### config.mk
export PLATFORM = sky130hd
export DESIGN_NAME = size_class_block_pool_allocator_top
export DESIGN_NICKNAME = d
export VERILOG_FILES = /design/src/scbpa_pkg.sv /design/src/scbpa_ctrl.sv /design/src/scbpa_datapath.sv /design/src/size_class_block_pool_allocator_top.sv
export SDC_FILE = /design/constraint.sdc
export NUM_CORES = 2
export LEC_CHECK = 0
export ABC_AREA = 1
export BUFFER_PORTS_ARGS = -buffer_cell sky130_fd_sc_hd__buf_2
export CORE_MARGIN = 8
export CORE_UTILIZATION = 25
export DETAILED_ROUTE_END_ITERATION = 10
export MAX_ROUTING_LAYER = met4
export PLACE_DENSITY_LB_ADDON = 0.3
export SLEW_MARGIN = 20
export SYNTH_ARGS = -nofsm -noshare
export SYNTH_HDL_FRONTEND = slang
export SYNTH_SLANG_ARGS = --single-unit
### constraint.sdc
create_clock -name clock -period 6.58 [get_ports clock]
set_input_delay 0.329 -clock clock [delete_from_list [all_inputs] [get_ports clock]]
set_output_delay 0.329 -clock clock [all_outputs]
set_load 0.01 [all_outputs]
### src/scbpa_pkg.sv
`default_nettype none

package scbpa_pkg;

   // Block sizes in bytes and the matching address shifts.
   localparam logic [31:0] BYTES_LARGE = 32'h0010_0000;
   localparam logic [31:0] BYTES_MID   = 32'h0008_0000;
   localparam logic [31:0] BYTES_SMALL = 32'h0001_0000;
   localparam logic [31:0] BYTES_TINY  = 32'h0000_4000;

   localparam int SHIFT_LARGE = 20;
   localparam int SHIFT_MID   = 19;
   localparam int SHIFT_SMALL = 16;
   localparam int SHIFT_TINY  = 14;

   localparam logic KIND_ALLOC   = 1'b0;
   localparam logic KIND_RELEASE = 1'b1;

   localparam logic [1:0] CLASS_LARGE = 2'd0;
   localparam logic [1:0] CLASS_MID   = 2'd1;
   localparam logic [1:0] CLASS_SMALL = 2'd2;
   localparam logic [1:0] CLASS_TINY  = 2'd3;

   typedef enum logic [2:0] {
      ST_OK        = 3'd0,
      ST_ZERO      = 3'd1,
      ST_TOO_LARGE = 3'd2,
      ST_FULL      = 3'd3,
      ST_NO_MATCH  = 3'd4,
      ST_NOT_ALLOC = 3'd5
   } status_type;

   typedef enum logic [2:0] {
      S_IDLE,
      S_DECODE,
      S_SCAN,
      S_MATCH,
      S_CHECK,
      S_COMMIT,
      S_FINISH
   } state_type;

   typedef struct packed {
      logic load_req;
      logic decode;
      logic scan;
      logic match;
      logic check;
      logic commit;
      logic finish;
   } cmd_type;

   typedef struct packed {
      logic early_err;
      logic is_release;
      logic word_free;
      logic word_last;
      logic match_ok;
   } flags_type;

endpackage

`default_nettype wire

### src/scbpa_ctrl.sv
`default_nettype none

module scbpa_ctrl (
   input  wire logic                clock,
   input  wire logic                reset,
   input  wire logic                req_valid,
   output logic                     req_stall,
   output logic                     rsp_valid,
   input  wire logic                rsp_stall,
   input  wire scbpa_pkg::flags_type flags,
   output scbpa_pkg::cmd_type       cmd
);

   scbpa_pkg::state_type state_ff, state_in;
   logic rsp_valid_ff, rsp_valid_in;

   always_ff @(posedge clock) begin
      if (reset) begin
         state_ff     <= scbpa_pkg::S_IDLE;
         rsp_valid_ff <= 1'b0;
      end else begin
         state_ff     <= state_in;
         rsp_valid_ff <= rsp_valid_in;
      end
   end

   always_comb begin
      state_in     = state_ff;
      cmd          = '0;
      rsp_valid_in = rsp_valid_ff & rsp_stall;
      case (state_ff)
         scbpa_pkg::S_IDLE: begin
            if (req_valid) begin
               cmd.load_req = 1'b1;
               state_in     = scbpa_pkg::S_DECODE;
            end
         end
         scbpa_pkg::S_DECODE: begin
            cmd.decode = 1'b1;
            if (flags.early_err) begin
               state_in = scbpa_pkg::S_FINISH;
            end else if (flags.is_release) begin
               state_in = scbpa_pkg::S_MATCH;
            end else begin
               state_in = scbpa_pkg::S_SCAN;
            end
         end
         scbpa_pkg::S_SCAN: begin
            cmd.scan = 1'b1;
            if (flags.word_free) begin
               state_in = scbpa_pkg::S_COMMIT;
            end else if (flags.word_last) begin
               state_in = scbpa_pkg::S_FINISH;
            end
         end
         scbpa_pkg::S_MATCH: begin
            cmd.match = 1'b1;
            state_in  = flags.match_ok ? scbpa_pkg::S_CHECK : scbpa_pkg::S_FINISH;
         end
         scbpa_pkg::S_CHECK: begin
            cmd.check = 1'b1;
            state_in  = scbpa_pkg::S_FINISH;
         end
         scbpa_pkg::S_COMMIT: begin
            cmd.commit = 1'b1;
            state_in   = scbpa_pkg::S_FINISH;
         end
         scbpa_pkg::S_FINISH: begin
            // hold until the output register is free or being drained
            if (!rsp_valid_ff || !rsp_stall) begin
               cmd.finish   = 1'b1;
               rsp_valid_in = 1'b1;
               state_in     = scbpa_pkg::S_IDLE;
            end
         end
         default: begin
            state_in = scbpa_pkg::S_IDLE;
         end
      endcase
   end

   assign req_stall = (state_ff != scbpa_pkg::S_IDLE);
   assign rsp_valid = rsp_valid_ff;

endmodule

`default_nettype wire

### src/scbpa_datapath.sv
`default_nettype none

module scbpa_datapath #(
   parameter int LARGE_BLOCKS = 4,
   parameter int MID_BLOCKS   = 8,
   parameter int SMALL_BLOCKS = 64,
   parameter int TINY_BLOCKS  = 256
) (
   input  wire logic                clock,
   input  wire logic                reset,
   input  wire scbpa_pkg::cmd_type  cmd,
   output scbpa_pkg::flags_type     flags,
   input  wire logic                csr_write_enable,
   input  wire logic [63:0]         csr_write_data,
   input  wire logic                req_kind,
   input  wire logic [31:0]         req_size_bytes,
   input  wire logic [63:0]         req_release_address,
   output logic [2:0]               rsp_status,
   output logic [63:0]              rsp_block_address,
   output logic [1:0]               rsp_size_class,
   output logic [8:0]               rsp_free_left
);

   localparam int WORDS_L = (LARGE_BLOCKS + 63) / 64;
   localparam int WORDS_M = (MID_BLOCKS + 63) / 64;
   localparam int WORDS_S = (SMALL_BLOCKS + 63) / 64;
   localparam int WORDS_T = (TINY_BLOCKS + 63) / 64;
   localparam int MAXW_LM = (WORDS_L > WORDS_M) ? WORDS_L : WORDS_M;
   localparam int MAXW_ST = (WORDS_S > WORDS_T) ? WORDS_S : WORDS_T;
   localparam int MAXW    = (MAXW_LM > MAXW_ST) ? MAXW_LM : MAXW_ST;
   localparam int WORD_W  = (MAXW > 1) ? $clog2(MAXW) : 1;
   localparam int IDX_W   = WORD_W + 6;
   localparam int PAD_W   = MAXW * 64;

   localparam int CNT_L_W = $clog2(LARGE_BLOCKS + 1);
   localparam int CNT_M_W = $clog2(MID_BLOCKS + 1);
   localparam int CNT_S_W = $clog2(SMALL_BLOCKS + 1);
   localparam int CNT_T_W = $clog2(TINY_BLOCKS + 1);

   localparam logic [WORD_W-1:0] LAST_L = WORD_W'(WORDS_L - 1);
   localparam logic [WORD_W-1:0] LAST_M = WORD_W'(WORDS_M - 1);
   localparam logic [WORD_W-1:0] LAST_S = WORD_W'(WORDS_S - 1);
   localparam logic [WORD_W-1:0] LAST_T = WORD_W'(WORDS_T - 1);

   localparam logic [63:0] OFF_MID   = 64'(LARGE_BLOCKS) << scbpa_pkg::SHIFT_LARGE;
   localparam logic [63:0] OFF_SMALL = OFF_MID + (64'(MID_BLOCKS) << scbpa_pkg::SHIFT_MID);
   localparam logic [63:0] OFF_TINY  = OFF_SMALL + (64'(SMALL_BLOCKS) << scbpa_pkg::SHIFT_SMALL);

   // lowest clear bit of a word, by halving the window six times
   function automatic logic [5:0] first_zero(input logic [63:0] w);
      logic [63:0] v;
      logic [63:0] m;
      logic [5:0]  p;
      v = ~w;
      p = '0;
      for (int s = 5; s >= 0; s--) begin
         m = (64'd1 << (1 << s)) - 64'd1;
         if ((v & m) == '0) begin
            p[s] = 1'b1;
            v    = v >> (1 << s);
         end
      end
      return p;
   endfunction

   logic [63:0]               base_ff;
   logic                      kind_ff;
   logic [63:0]               addr_ff;
   logic [1:0]                cls_ff, cls_in;
   scbpa_pkg::status_type     stat_ff, stat_in;
   logic [63:0]               start_ff;
   logic [63:0]               blk_ff;
   logic [WORD_W-1:0]         word_ff;
   logic [IDX_W-1:0]          idx_ff;

   logic [LARGE_BLOCKS-1:0]   large_ff, large_in;
   logic [MID_BLOCKS-1:0]     mid_ff, mid_in;
   logic [SMALL_BLOCKS-1:0]   small_ff, small_in;
   logic [TINY_BLOCKS-1:0]    tiny_ff, tiny_in;
   logic [CNT_L_W-1:0]        cnt_l_ff, cnt_l_in;
   logic [CNT_M_W-1:0]        cnt_m_ff, cnt_m_in;
   logic [CNT_S_W-1:0]        cnt_s_ff, cnt_s_in;
   logic [CNT_T_W-1:0]        cnt_t_ff, cnt_t_in;

   logic [2:0]                rsp_status_ff;
   logic [63:0]               rsp_block_address_ff;
   logic [1:0]                rsp_size_class_ff;
   logic [8:0]                rsp_free_left_ff;

   logic [PAD_W-1:0]          pad_l, pad_m, pad_s, pad_t;
   logic [63:0]               cword;
   logic [WORD_W-1:0]         last_sel;
   logic [63:0]               off_sel;
   logic [63:0]               nblk_sel;
   logic [31:0]               cnt_sel;
   logic [63:0]               rel_off;
   logic [63:0]               rel_quot;
   logic [63:0]               rel_rem;
   logic                      bit_now;
   logic                      word_free;
   logic [5:0]                zero_pos;
   int                        shift_sel;

   // unused bits past the class size read as allocated
   always_comb begin
      pad_l = '1;
      pad_m = '1;
      pad_s = '1;
      pad_t = '1;
      pad_l[LARGE_BLOCKS-1:0] = large_ff;
      pad_m[MID_BLOCKS-1:0]   = mid_ff;
      pad_s[SMALL_BLOCKS-1:0] = small_ff;
      pad_t[TINY_BLOCKS-1:0]  = tiny_ff;
   end

   always_comb begin
      case (cls_ff)
         scbpa_pkg::CLASS_LARGE: begin
            cword     = pad_l[{word_ff, 6'd0} +: 64];
            last_sel  = LAST_L;
            off_sel   = '0;
            nblk_sel  = 64'(LARGE_BLOCKS);
            cnt_sel   = 32'(cnt_l_ff);
            shift_sel = scbpa_pkg::SHIFT_LARGE;
         end
         scbpa_pkg::CLASS_MID: begin
            cword     = pad_m[{word_ff, 6'd0} +: 64];
            last_sel  = LAST_M;
            off_sel   = OFF_MID;
            nblk_sel  = 64'(MID_BLOCKS);
            cnt_sel   = 32'(cnt_m_ff);
            shift_sel = scbpa_pkg::SHIFT_MID;
         end
         scbpa_pkg::CLASS_SMALL: begin
            cword     = pad_s[{word_ff, 6'd0} +: 64];
            last_sel  = LAST_S;
            off_sel   = OFF_SMALL;
            nblk_sel  = 64'(SMALL_BLOCKS);
            cnt_sel   = 32'(cnt_s_ff);
            shift_sel = scbpa_pkg::SHIFT_SMALL;
         end
         default: begin
            cword     = pad_t[{word_ff, 6'd0} +: 64];
            last_sel  = LAST_T;
            off_sel   = OFF_TINY;
            nblk_sel  = 64'(TINY_BLOCKS);
            cnt_sel   = 32'(cnt_t_ff);
            shift_sel = scbpa_pkg::SHIFT_TINY;
         end
      endcase
   end

   assign word_free = ~&cword;
   assign zero_pos  = first_zero(cword);
   assign bit_now   = cword[idx_ff[5:0]];
   assign rel_off   = addr_ff - start_ff;
   assign rel_quot  = rel_off >> shift_sel;
   assign rel_rem   = rel_off & ((64'd1 << shift_sel) - 64'd1);

   always_comb begin
      flags.early_err  = (stat_ff != scbpa_pkg::ST_OK);
      flags.is_release = (kind_ff == scbpa_pkg::KIND_RELEASE);
      flags.word_free  = word_free;
      flags.word_last  = (word_ff == last_sel);
      flags.match_ok   = (rel_rem == '0) && (rel_quot < nblk_sel);
   end

   // classify the request on accept
   always_comb begin
      cls_in  = scbpa_pkg::CLASS_TINY;
      stat_in = scbpa_pkg::ST_OK;
      if (req_size_bytes > scbpa_pkg::BYTES_MID) begin
         cls_in = scbpa_pkg::CLASS_LARGE;
      end else if (req_size_bytes > scbpa_pkg::BYTES_SMALL) begin
         cls_in = scbpa_pkg::CLASS_MID;
      end else if (req_size_bytes > scbpa_pkg::BYTES_TINY) begin
         cls_in = scbpa_pkg::CLASS_SMALL;
      end
      if (req_size_bytes == '0) begin
         stat_in = scbpa_pkg::ST_ZERO;
         cls_in  = scbpa_pkg::CLASS_LARGE;
      end else if (req_kind == scbpa_pkg::KIND_ALLOC &&
                   req_size_bytes > scbpa_pkg::BYTES_LARGE) begin
         stat_in = scbpa_pkg::ST_TOO_LARGE;
         cls_in  = scbpa_pkg::CLASS_LARGE;
      end
   end

   // bitmap and free-count updates
   always_comb begin
      large_in = large_ff;
      mid_in   = mid_ff;
      small_in = small_ff;
      tiny_in  = tiny_ff;
      cnt_l_in = cnt_l_ff;
      cnt_m_in = cnt_m_ff;
      cnt_s_in = cnt_s_ff;
      cnt_t_in = cnt_t_ff;
      if (cmd.commit || (cmd.check && bit_now)) begin
         case (cls_ff)
            scbpa_pkg::CLASS_LARGE: begin
               for (int i = 0; i < LARGE_BLOCKS; i++) begin
                  if (idx_ff == IDX_W'(i)) large_in[i] = cmd.commit;
               end
               if (cmd.commit && cnt_l_ff != '0) cnt_l_in = cnt_l_ff - 1'b1;
               if (cmd.check && cnt_l_ff != CNT_L_W'(LARGE_BLOCKS))
                  cnt_l_in = cnt_l_ff + 1'b1;
            end
            scbpa_pkg::CLASS_MID: begin
               for (int i = 0; i < MID_BLOCKS; i++) begin
                  if (idx_ff == IDX_W'(i)) mid_in[i] = cmd.commit;
               end
               if (cmd.commit && cnt_m_ff != '0) cnt_m_in = cnt_m_ff - 1'b1;
               if (cmd.check && cnt_m_ff != CNT_M_W'(MID_BLOCKS))
                  cnt_m_in = cnt_m_ff + 1'b1;
            end
            scbpa_pkg::CLASS_SMALL: begin
               for (int i = 0; i < SMALL_BLOCKS; i++) begin
                  if (idx_ff == IDX_W'(i)) small_in[i] = cmd.commit;
               end
               if (cmd.commit && cnt_s_ff != '0) cnt_s_in = cnt_s_ff - 1'b1;
               if (cmd.check && cnt_s_ff != CNT_S_W'(SMALL_BLOCKS))
                  cnt_s_in = cnt_s_ff + 1'b1;
            end
            default: begin
               for (int i = 0; i < TINY_BLOCKS; i++) begin
                  if (idx_ff == IDX_W'(i)) tiny_in[i] = cmd.commit;
               end
               if (cmd.commit && cnt_t_ff != '0) cnt_t_in = cnt_t_ff - 1'b1;
               if (cmd.check && cnt_t_ff != CNT_T_W'(TINY_BLOCKS))
                  cnt_t_in = cnt_t_ff + 1'b1;
            end
         endcase
      end
   end

   always_ff @(posedge clock) begin
      if (reset) begin
         base_ff  <= '0;
         large_ff <= '0;
         mid_ff   <= '0;
         small_ff <= '0;
         tiny_ff  <= '0;
         cnt_l_ff <= CNT_L_W'(LARGE_BLOCKS);
         cnt_m_ff <= CNT_M_W'(MID_BLOCKS);
         cnt_s_ff <= CNT_S_W'(SMALL_BLOCKS);
         cnt_t_ff <= CNT_T_W'(TINY_BLOCKS);
      end else begin
         if (csr_write_enable) base_ff <= csr_write_data;
         large_ff <= large_in;
         mid_ff   <= mid_in;
         small_ff <= small_in;
         tiny_ff  <= tiny_in;
         cnt_l_ff <= cnt_l_in;
         cnt_m_ff <= cnt_m_in;
         cnt_s_ff <= cnt_s_in;
         cnt_t_ff <= cnt_t_in;
      end
   end

   // per-request working registers
   always_ff @(posedge clock) begin
      if (reset) begin
         stat_ff <= scbpa_pkg::ST_OK;
      end else begin
         if (cmd.load_req) begin
            stat_ff <= stat_in;
         end else if (cmd.scan && !word_free && flags.word_last) begin
            stat_ff <= scbpa_pkg::ST_FULL;
         end else if (cmd.match && !flags.match_ok) begin
            stat_ff <= scbpa_pkg::ST_NO_MATCH;
         end else if (cmd.check && !bit_now) begin
            stat_ff <= scbpa_pkg::ST_NOT_ALLOC;
         end
      end
   end

   always_ff @(posedge clock) begin
      if (cmd.load_req) begin
         kind_ff <= req_kind;
         addr_ff <= req_release_address;
         cls_ff  <= cls_in;
         word_ff <= '0;
      end
      if (cmd.decode) begin
         start_ff <= base_ff + off_sel;
      end
      if (cmd.scan) begin
         if (word_free) begin
            idx_ff <= {word_ff, zero_pos};
         end else begin
            word_ff <= word_ff + 1'b1;
         end
      end
      if (cmd.match) begin
         idx_ff  <= rel_quot[IDX_W-1:0];
         word_ff <= rel_quot[IDX_W-1:6];
      end
      if (cmd.commit) begin
         blk_ff <= start_ff + (64'(idx_ff) << shift_sel);
      end
      if (cmd.check) begin
         blk_ff <= addr_ff;
      end
   end

   always_ff @(posedge clock) begin
      if (cmd.finish) begin
         rsp_status_ff        <= stat_ff;
         rsp_block_address_ff <= (stat_ff == scbpa_pkg::ST_OK) ? blk_ff : '0;
         rsp_size_class_ff    <= cls_ff;
         if (stat_ff == scbpa_pkg::ST_ZERO || stat_ff == scbpa_pkg::ST_TOO_LARGE) begin
            rsp_free_left_ff <= '0;
         end else begin
            rsp_free_left_ff <= cnt_sel[8:0];
         end
      end
   end

   assign rsp_status        = rsp_status_ff;
   assign rsp_block_address = rsp_block_address_ff;
   assign rsp_size_class    = rsp_size_class_ff;
   assign rsp_free_left     = rsp_free_left_ff;

endmodule

`default_nettype wire

### src/size_class_block_pool_allocator_top.sv
`default_nettype none

// Block pool allocator with four size classes laid out back to back from
// the base address in the csr register: 1 MiB, 512 KiB, 64 KiB and 16 KiB
// blocks. An allocate takes the lowest free block of the smallest class
// that fits; a release frees the block whose start matches the address.
// Each request gives one response word. Size errors go straight to the
// response; a release matches the address against the block starts of the
// class and then checks the bitmap; an allocate scans the 64-bit bitmap
// words of the class with the first-free search (one word per cycle, 1 to
// 4 words at the default class sizes) and commits the first free block.
// The response sits in an output register, so a new request is taken while
// an earlier response is still stalled; that request then holds in its
// final state until the earlier word drains. The bitmaps are cleared by
// reset, and the base register may be rewritten only while no request is
// in flight.
module size_class_block_pool_allocator_top #(
   parameter int LARGE_BLOCKS = 4,
   parameter int MID_BLOCKS   = 8,
   parameter int SMALL_BLOCKS = 64,
   parameter int TINY_BLOCKS  = 256
) (
   input  wire logic        clock,
   input  wire logic        reset,
   input  wire logic        req_valid,
   output logic             req_stall,
   input  wire logic        req_kind,
   input  wire logic [31:0] req_size_bytes,
   input  wire logic [63:0] req_release_address,
   output logic             rsp_valid,
   input  wire logic        rsp_stall,
   output logic [2:0]       rsp_status,
   output logic [63:0]      rsp_block_address,
   output logic [1:0]       rsp_size_class,
   output logic [8:0]       rsp_free_left,
   input  wire logic        csr_write_enable,
   input  wire logic [63:0] csr_write_data
);

   scbpa_pkg::cmd_type   cmd;
   scbpa_pkg::flags_type flags;

   scbpa_ctrl u_ctrl (
      .clock     (clock),
      .reset     (reset),
      .req_valid (req_valid),
      .req_stall (req_stall),
      .rsp_valid (rsp_valid),
      .rsp_stall (rsp_stall),
      .flags     (flags),
      .cmd       (cmd)
   );

   scbpa_datapath #(
      .LARGE_BLOCKS (LARGE_BLOCKS),
      .MID_BLOCKS   (MID_BLOCKS),
      .SMALL_BLOCKS (SMALL_BLOCKS),
      .TINY_BLOCKS  (TINY_BLOCKS)
   ) u_datapath (
      .clock               (clock),
      .reset               (reset),
      .cmd                 (cmd),
      .flags               (flags),
      .csr_write_enable    (csr_write_enable),
      .csr_write_data      (csr_write_data),
      .req_kind            (req_kind),
      .req_size_bytes      (req_size_bytes),
      .req_release_address (req_release_address),
      .rsp_status          (rsp_status),
      .rsp_block_address   (rsp_block_address),
      .rsp_size_class      (rsp_size_class),
      .rsp_free_left       (rsp_free_left)
   );

endmodule

`default_nettype wire

# Yosys cells after proc, flatten, opt, wreduce, memory -nomap -nowiden
# Index checks and enable logic that the tools add are counted.
[totals] ff_bits=709 input_bits=166 output_inout_bits=80
[classes] n_addsub=13 magnitude_cmp=6 eq_ne=274 shift=7 mux=63 bitwise=5 reduce_logical=390
[ops] cell="$eq A8 B8 Y1 const B" n=128
[ops] cell="$shiftx A256 B9 Y64" n=4
[ops] cell="$reduce_and A3 Y1" n=337
[ops] cell="$eq A8 B7 Y1 const B" n=64
[ops] cell="$logic_not A64 Y1" n=7
[ops] cell="$eq A8 B6 Y1 const B" n=32
[ops] cell="$pmux W64 S3" n=1
[ops] cell="$eq A8 B5 Y1 const B" n=16
[ops] cell="$mux W64" n=2
[ops] cell="$pmux W24 S3" n=1
[ops] cell="$add A64 B24 Y64" n=1
[ops] cell="$add A64 B64 Y64" n=1
[ops] cell="$and A64 B64 Y64" n=1
[ops] cell="$eq A8 B4 Y1 const B" n=8
[ops] cell="$lt A64 B9 Y1" n=1
[ops] cell="$reduce_and A64 Y1" n=1
[ops] cell="$shl A1 B5 Y64 const A" n=1
[ops] cell="$shl A8 B5 Y64" n=1
[ops] cell="$shr A64 B5 Y64" n=1
[ops] cell="$sub A64 B1 Y64 const B" n=1
[ops] cell="$sub A64 B64 Y64" n=1
[ops] cell="$not A63 Y63" n=1
[ops] cell="$pmux W9 S3" n=2
[ops] cell="$mux W3" n=13
[ops] cell="59 further kinds" n=132

# Longest topological paths before layout
[depth] word_depth=18 ltp_mapped=34

# Modules after synthesis
# A second synthesis with hierarchy kept.
[unflattened] hier_cells=6877 hier_area_um2=45904.0
[modules_own_cells] mod="scbpa_datapath" instances=1 cells_per_inst=6826 area_each_um2=45608.7 seq_area_each_um2=16926.2
[modules_own_cells] mod="scbpa_ctrl" instances=1 cells_per_inst=51 area_each_um2=295.3 seq_area_each_um2=80.1

# Least setup slack after synthesis
# OpenSTA, ideal clock, no wires.
[synth_path] path_type="register -> register" start="register u_datapath.cls_ff[0]" end="register u_datapath.blk_ff[44] (data pin)" setup_time_ns=0.267 t_arrival_ns=5.037 required_ns=6.313 slack_ns=1.276 path_stages_with_launch=26 period_less_slack_ns=5.304 path_cell_list="edfxtp_1 -> ha_1 -> buf_6 -> inv_4 -> clkbuf_1 -> buf_2 -> clkbuf_1 -> clkbuf_1 -> clkbuf_1 -> clkbuf_1 -> nor3_1 -> ha_1 -> a21oi_1 -> nand2_1 -> o21bai_1 -> a21boi_0 -> o21ai_0 -> a21boi_0 -> o21bai_1 -> a21boi_0 -> o21ai_0 -> a21oi_1 -> o21ai_1 -> nand2_1 -> xor2_1 -> o21ai_0"
[synth_via] elab_chain_len=6 elab_cells_between_ends=8
[synth_rtl] item="from (decl)" line_no="scbpa_datapath.sv:69" text="logic [1:0] cls_ff, cls_in;"
[synth_rtl] item="from (signal assigned)" line_no="scbpa_datapath.sv:282" text="cls_ff <= cls_in;"
[synth_rtl] item="$eq A2 B2 Y1, or another cell as far along" line_no="scbpa_datapath.sv:117" text="case (cls_ff)"
[synth_rtl] item="$pmux W5 S3 *" line_no="scbpa_datapath.sv:117"
[synth_rtl] item="$shl A8 B5 Y64 *" line_no="scbpa_datapath.sv:300" text="blk_ff <= start_ff + (64'(idx_ff) << shift_sel);"
[synth_rtl] item="$add A64 B64 Y64 *" line_no="scbpa_datapath.sv:300"
[synth_rtl] item="$mux W64 *" line_no="scbpa_datapath.sv:299" text="if (cmd.commit) begin"
[synth_rtl] item="$mux W64 *" line_no="scbpa_datapath.sv:302" text="if (cmd.check) begin"
[synth_rtl] item="to (signal assigned)" line_no="scbpa_datapath.sv:300"
[synth_rtl] item="to (signal assigned)" line_no="scbpa_datapath.sv:303" text="blk_ff <= addr_ff;"
[synth_rtl] item="to (decl)" line_no="scbpa_datapath.sv:72" text="logic [63:0] blk_ff;"
# Mark *: on every way between the ends. The rest lies on a longest branch, timed or not. The select of a mux whose other input is x is not followed.
# A chain may end at the register's enable or synchronous reset.

# Worst setup path after layout
[layout_path] start="register u_datapath.cls_ff[1]" end="register u_datapath.blk_ff[56] (data pin)"
# Same word-level chain as after synthesis.

==> reports/metrics.json <==
{
  "critical_path": {
    "timing_worst_setup_path_type": "register to register",
    "arrival_ns": 6.55,
    "ff2ff_path_depth": 22,
    "crit_start_category": "register",
    "worst_setup_path_end_kind": "register",
    "worst-path-max-fanout": 15,
    "cp_data_required_time_ns": 7.03
  },
  "yosys": {
    "ys_ff_latch": 709,
    "synthesized_instance_count": 6389,
    "async_reset_ff_share_pct": 0,
    "sequential_area_share_after_synthesis_pct": 38.41,
    "synth_edf_count": 281,
    "netlist_top_cells_area": "dfxtp_1, edfxtp_1, nand2_1",
    "synth.yosys.warnings": 0,
    "synth_largest_type_area_fraction_pct": 19.35,
    "synth.largest_area_cell": "dfxtp_1",
    "synth.distinct_cells": 61,
    "ys_dominant_reg_cell": "dfxtp_1",
    "syn-mean-instance-area_sq_um": 6.930,
    "synth.cell_area_sq_um": 44270
  },
  "detailed_routing": {
    "detail_route.wl_per_cell_um": 20.61,
    "routed-via-count": 44770,
    "first_iter_violations": 4097,
    "routed_wirelength_um": 186900,
    "via_per_inst": 4.936,
    "remaining_drc_errors": 0,
    "drt.antenna.violating_nets": 0,
    "drtPass1Iterations": 5
  },
  "cells_and_area": {
    "most_frequent_cells_in_the_layout": "nand2_1, inv_1, nand3_1",
    "num-fill-cells": 19320,
    "layout.cells.most_common": "nand2_1",
    "final_area_sq_um": 52410,
    "final_stage_net_count": 6968,
    "layout.core_utilization_pct": 29.76,
    "n_antenna_cell": 0,
    "syn_to_final_growth_pct": 18.37,
    "drive_above_1_share_pct": 8.453
  },
  "timing": {
    "finalHoldViolations": 0,
    "finClkSkew_ns": 0.04566,
    "max_transition_viols_final": 0,
    "final_cycle_utilization_of_the_critical_path_pct": 92.61,
    "setup_violations": 0,
    "worstMarginPinSlew_ns": 1.245,
    "clock.fmax_ghz": 0.1641,
    "min_period_ns": 6.093,
    "setup_total_negative_slack_ns": 0,
    "timing.slew.headroom_pct": 16.98,
    "setup_repair_after_global_routing_missed_its_margin": "no",
    "hold_slack_ns": 0.05202
  },
  "outcome": {
    "run_status": "complete, no violations"
  },
  "worst_hold_path": {
    "hold_depth": 3,
    "hold_path.class": "input pin to register"
  },
  "pwr": {
    "power_per_cell_area_nw_per_um2": 408.1,
    "power_frac_comb_pct": 50.0,
    "power.static_leakage_nw": 20.63,
    "netsw_w": 0.01027,
    "vdd.ir_drop.worst_mv": 0.2092,
    "p_seq_share_pct": 26.9,
    "switching_portion_of_total_power_pct": 48.00,
    "intPower_w": 0.01112,
    "clkPwrFrac_pct": 23.1
  },
  "clocking": {
    "clk_root_buffer_cell": "clkbuf_16",
    "cts_htree_levels": 3,
    "cts.path.max_buffers": 3,
    "cts_tree": "done",
    "cts_setup_buffers": 0,
    "cts_inserted_buffers": 83,
    "cts_resized": 0,
    "cts_hold_buf": 127,
    "worstSkewPairLatency_ns": 0.72,
    "clock_sink_count": 709,
    "clock_transition_at_the_registers_of_the_reported_paths_ns": 0.06
  },
  "placement": {
    "post-dp-hpwl_um": 136300,
    "io_buffer_count": 245,
    "gp_routability_congestion": 0.9834,
    "placedInstanceArea_sq_um": 48230
  },
  "floorplan": {
    "ioPinCount": 246,
    "dieArea_sq_um": 190800,
    "floorplan.initialDensity_pct": 25.14,
    "core_area_sq_um": 176100,
    "rows": 154,
    "dieHeight_um": 436.8,
    "die_x_um": 436.8
  },
  "grt": {
    "gr-total-overflow": 0,
    "grt_first_pass_wirelength_um": 277400,
    "grt_max_degree": 254,
    "grtUsageTotal_pct": 19.18,
    "antenna_found_initial": 2,
    "via_count_of_the_first_global_routing_pass": 42990
  },
  "flow_run": {
    "drv.max_cap_violation_count": 0
  }
}
==> state kept, by name, indices dropped and copies added (netlist names), 3 cells and up <==
| signal | flops |
|---|---|
| u_datapath.mid_ff | 8 |
| u_datapath.rsp_block_address | 64 |
| u_datapath.addr_ff | 64 |
| u_datapath.base_ff | 64 |
| u_datapath.large_ff | 4 |
| u_datapath.small_ff | 64 |
| u_datapath.cnt_s_ff | 7 |
| u_datapath.rsp_status | 3 |
| u_datapath.stat_ff | 3 |
| u_datapath.pad_t | 256 |
| u_datapath.cnt_l_ff | 3 |
| u_ctrl.state_ff | 3 |
| u_datapath.cnt_t_ff | 9 |
| u_datapath.idx_ff | 8 |
| u_datapath.rsp_free_left | 9 |
| u_datapath.cnt_m_ff | 4 |
| u_datapath.blk_ff | 64 |
| u_datapath.start_ff | 64 |
==> cell families (layout without fill, tap and decap cells) <==
family                     Yosys count  in the layout  synth area share, %
AOI/OAI and AO/OA                 1526           1526                18.42
buffers and inverters             1185           1507                10.61
DFF                                709            709                38.41
xor gates and xnor gates           123            123                2.433
other                                2             22              0.01696
muxes                                2              2              0.04522
adders and majority gates          138            138                4.019
and+or+nand+nor                   2704           2704                26.04
==> power by group through the flow <==
| stage | registers, W | logic [W] | clock network (W) |
|---|---|---|---|
| 6_report | 0.00575 | 0.0107 | 0.00493 |
| 5_1_grt | 0.00579 | 0.0117 | 0.00519 |
| 4_1_cts | 0.00575 | 0.0106 | 0.00503 |
| 3_5_place_dp | 0.00583 | 0.0105 | 0 |
| 3_3_place_gp | 0.00584 | 0.0105 | 0 |
| 2_1_floorplan | 0.00565 | 0.00659 | 0 |
==> critical path, stage by stage, from the launching register on <==
cell,delay [ns]
edfxtp_1,0.51
inv_1,0.19
ha_2,0.47
clkinv_1,0.33
nand2_1,0.19
o211ai_1,0.09
o21ai_0,0.19
nor3_1,0.11
ha_1,0.37
nand2_1,0.07
inv_1,0.05
a21boi_0,0.12
o21ai_0,0.33
a21boi_0,0.27
o21bai_1,0.31
a21boi_0,0.27
o21ai_0,0.60
a21oi_1,0.26
o21ai_1,0.61
nand3_1,0.17
xor2_1,0.18
nand2_1,0.06
nand2_1,0.06
==> cells in the mapped netlist (all sizes together), types with 4 or more instances <==
| master | n |
|---|---|
| nand2 | 1180 |
| inv | 871 |
| o21ai | 697 |
| nand3 | 684 |
| nor2 | 676 |
| a21oi | 614 |
| dfxtp | 428 |
| edfxtp | 281 |
| clkbuf | 197 |
| ha | 131 |
| buf | 110 |
| xor2 | 82 |
| nor3 | 70 |
| o211ai | 67 |
| nand4 | 44 |
| xnor2 | 41 |
| nor4 | 24 |
| o22ai | 23 |
| o21bai | 22 |
| a31oi | 20 |
| nand3b | 16 |
| a21boi | 14 |
| o21a | 14 |
| a211oi | 11 |
| a21o | 11 |
| o31ai | 8 |
| fa | 7 |
| clkinv | 6 |
| a221oi | 5 |
| a22oi | 4 |
| and3 | 4 |
| o2111ai | 4 |
| or2 | 4 |
==> layout make-up <==
cell class              instances  area [sq um]  area share, %
multi-input cells            4515         22780          43.47
flip-flops and latches        709         17010          32.45
repair buffers                478          3481          6.642
inverters                     877          3306          6.308
well taps                    2340          2928          5.587
clock buffers                 112          2326          4.438
clock inverters                40         579.3          1.105
==> path summary, 6_finish.rpt <==
check / slack [ns] / start / to
hold reg to reg: 0.43 / u_datapath.base_ff[2] / u_datapath.start_ff[2]
setup reg to reg: 0.49 / u_datapath.cls_ff[1] / u_datapath.blk_ff[56]
hold / removal: 0.05 / csr_write_data[25] / u_datapath.base_ff[25]
setup / recovery: 0.49 / u_datapath.cls_ff[1] / u_datapath.blk_ff[56]
==> routing by layer <==
layer	GRT usage, %	part of all wire, %
met5	-	0
met1	25.23	45
met3	2.301	5.6
met2	31.01	46
met4	5.677	3.1
==> metrics by stage <==
step	setup slack, ns	std cells	total power [W]
2_1_floorplan	1.276	6409	0.01224
3_5_place_dp	0.6475	8792	0.01630
3_3_place_gp	0.7626	8792	0.01635
5_1_grt	0.1105	9071	0.02266
6_report	0.4865	9071	0.02139
4_1_cts	0.6339	9071	0.02135
Power figures use the tool's default switching activity.
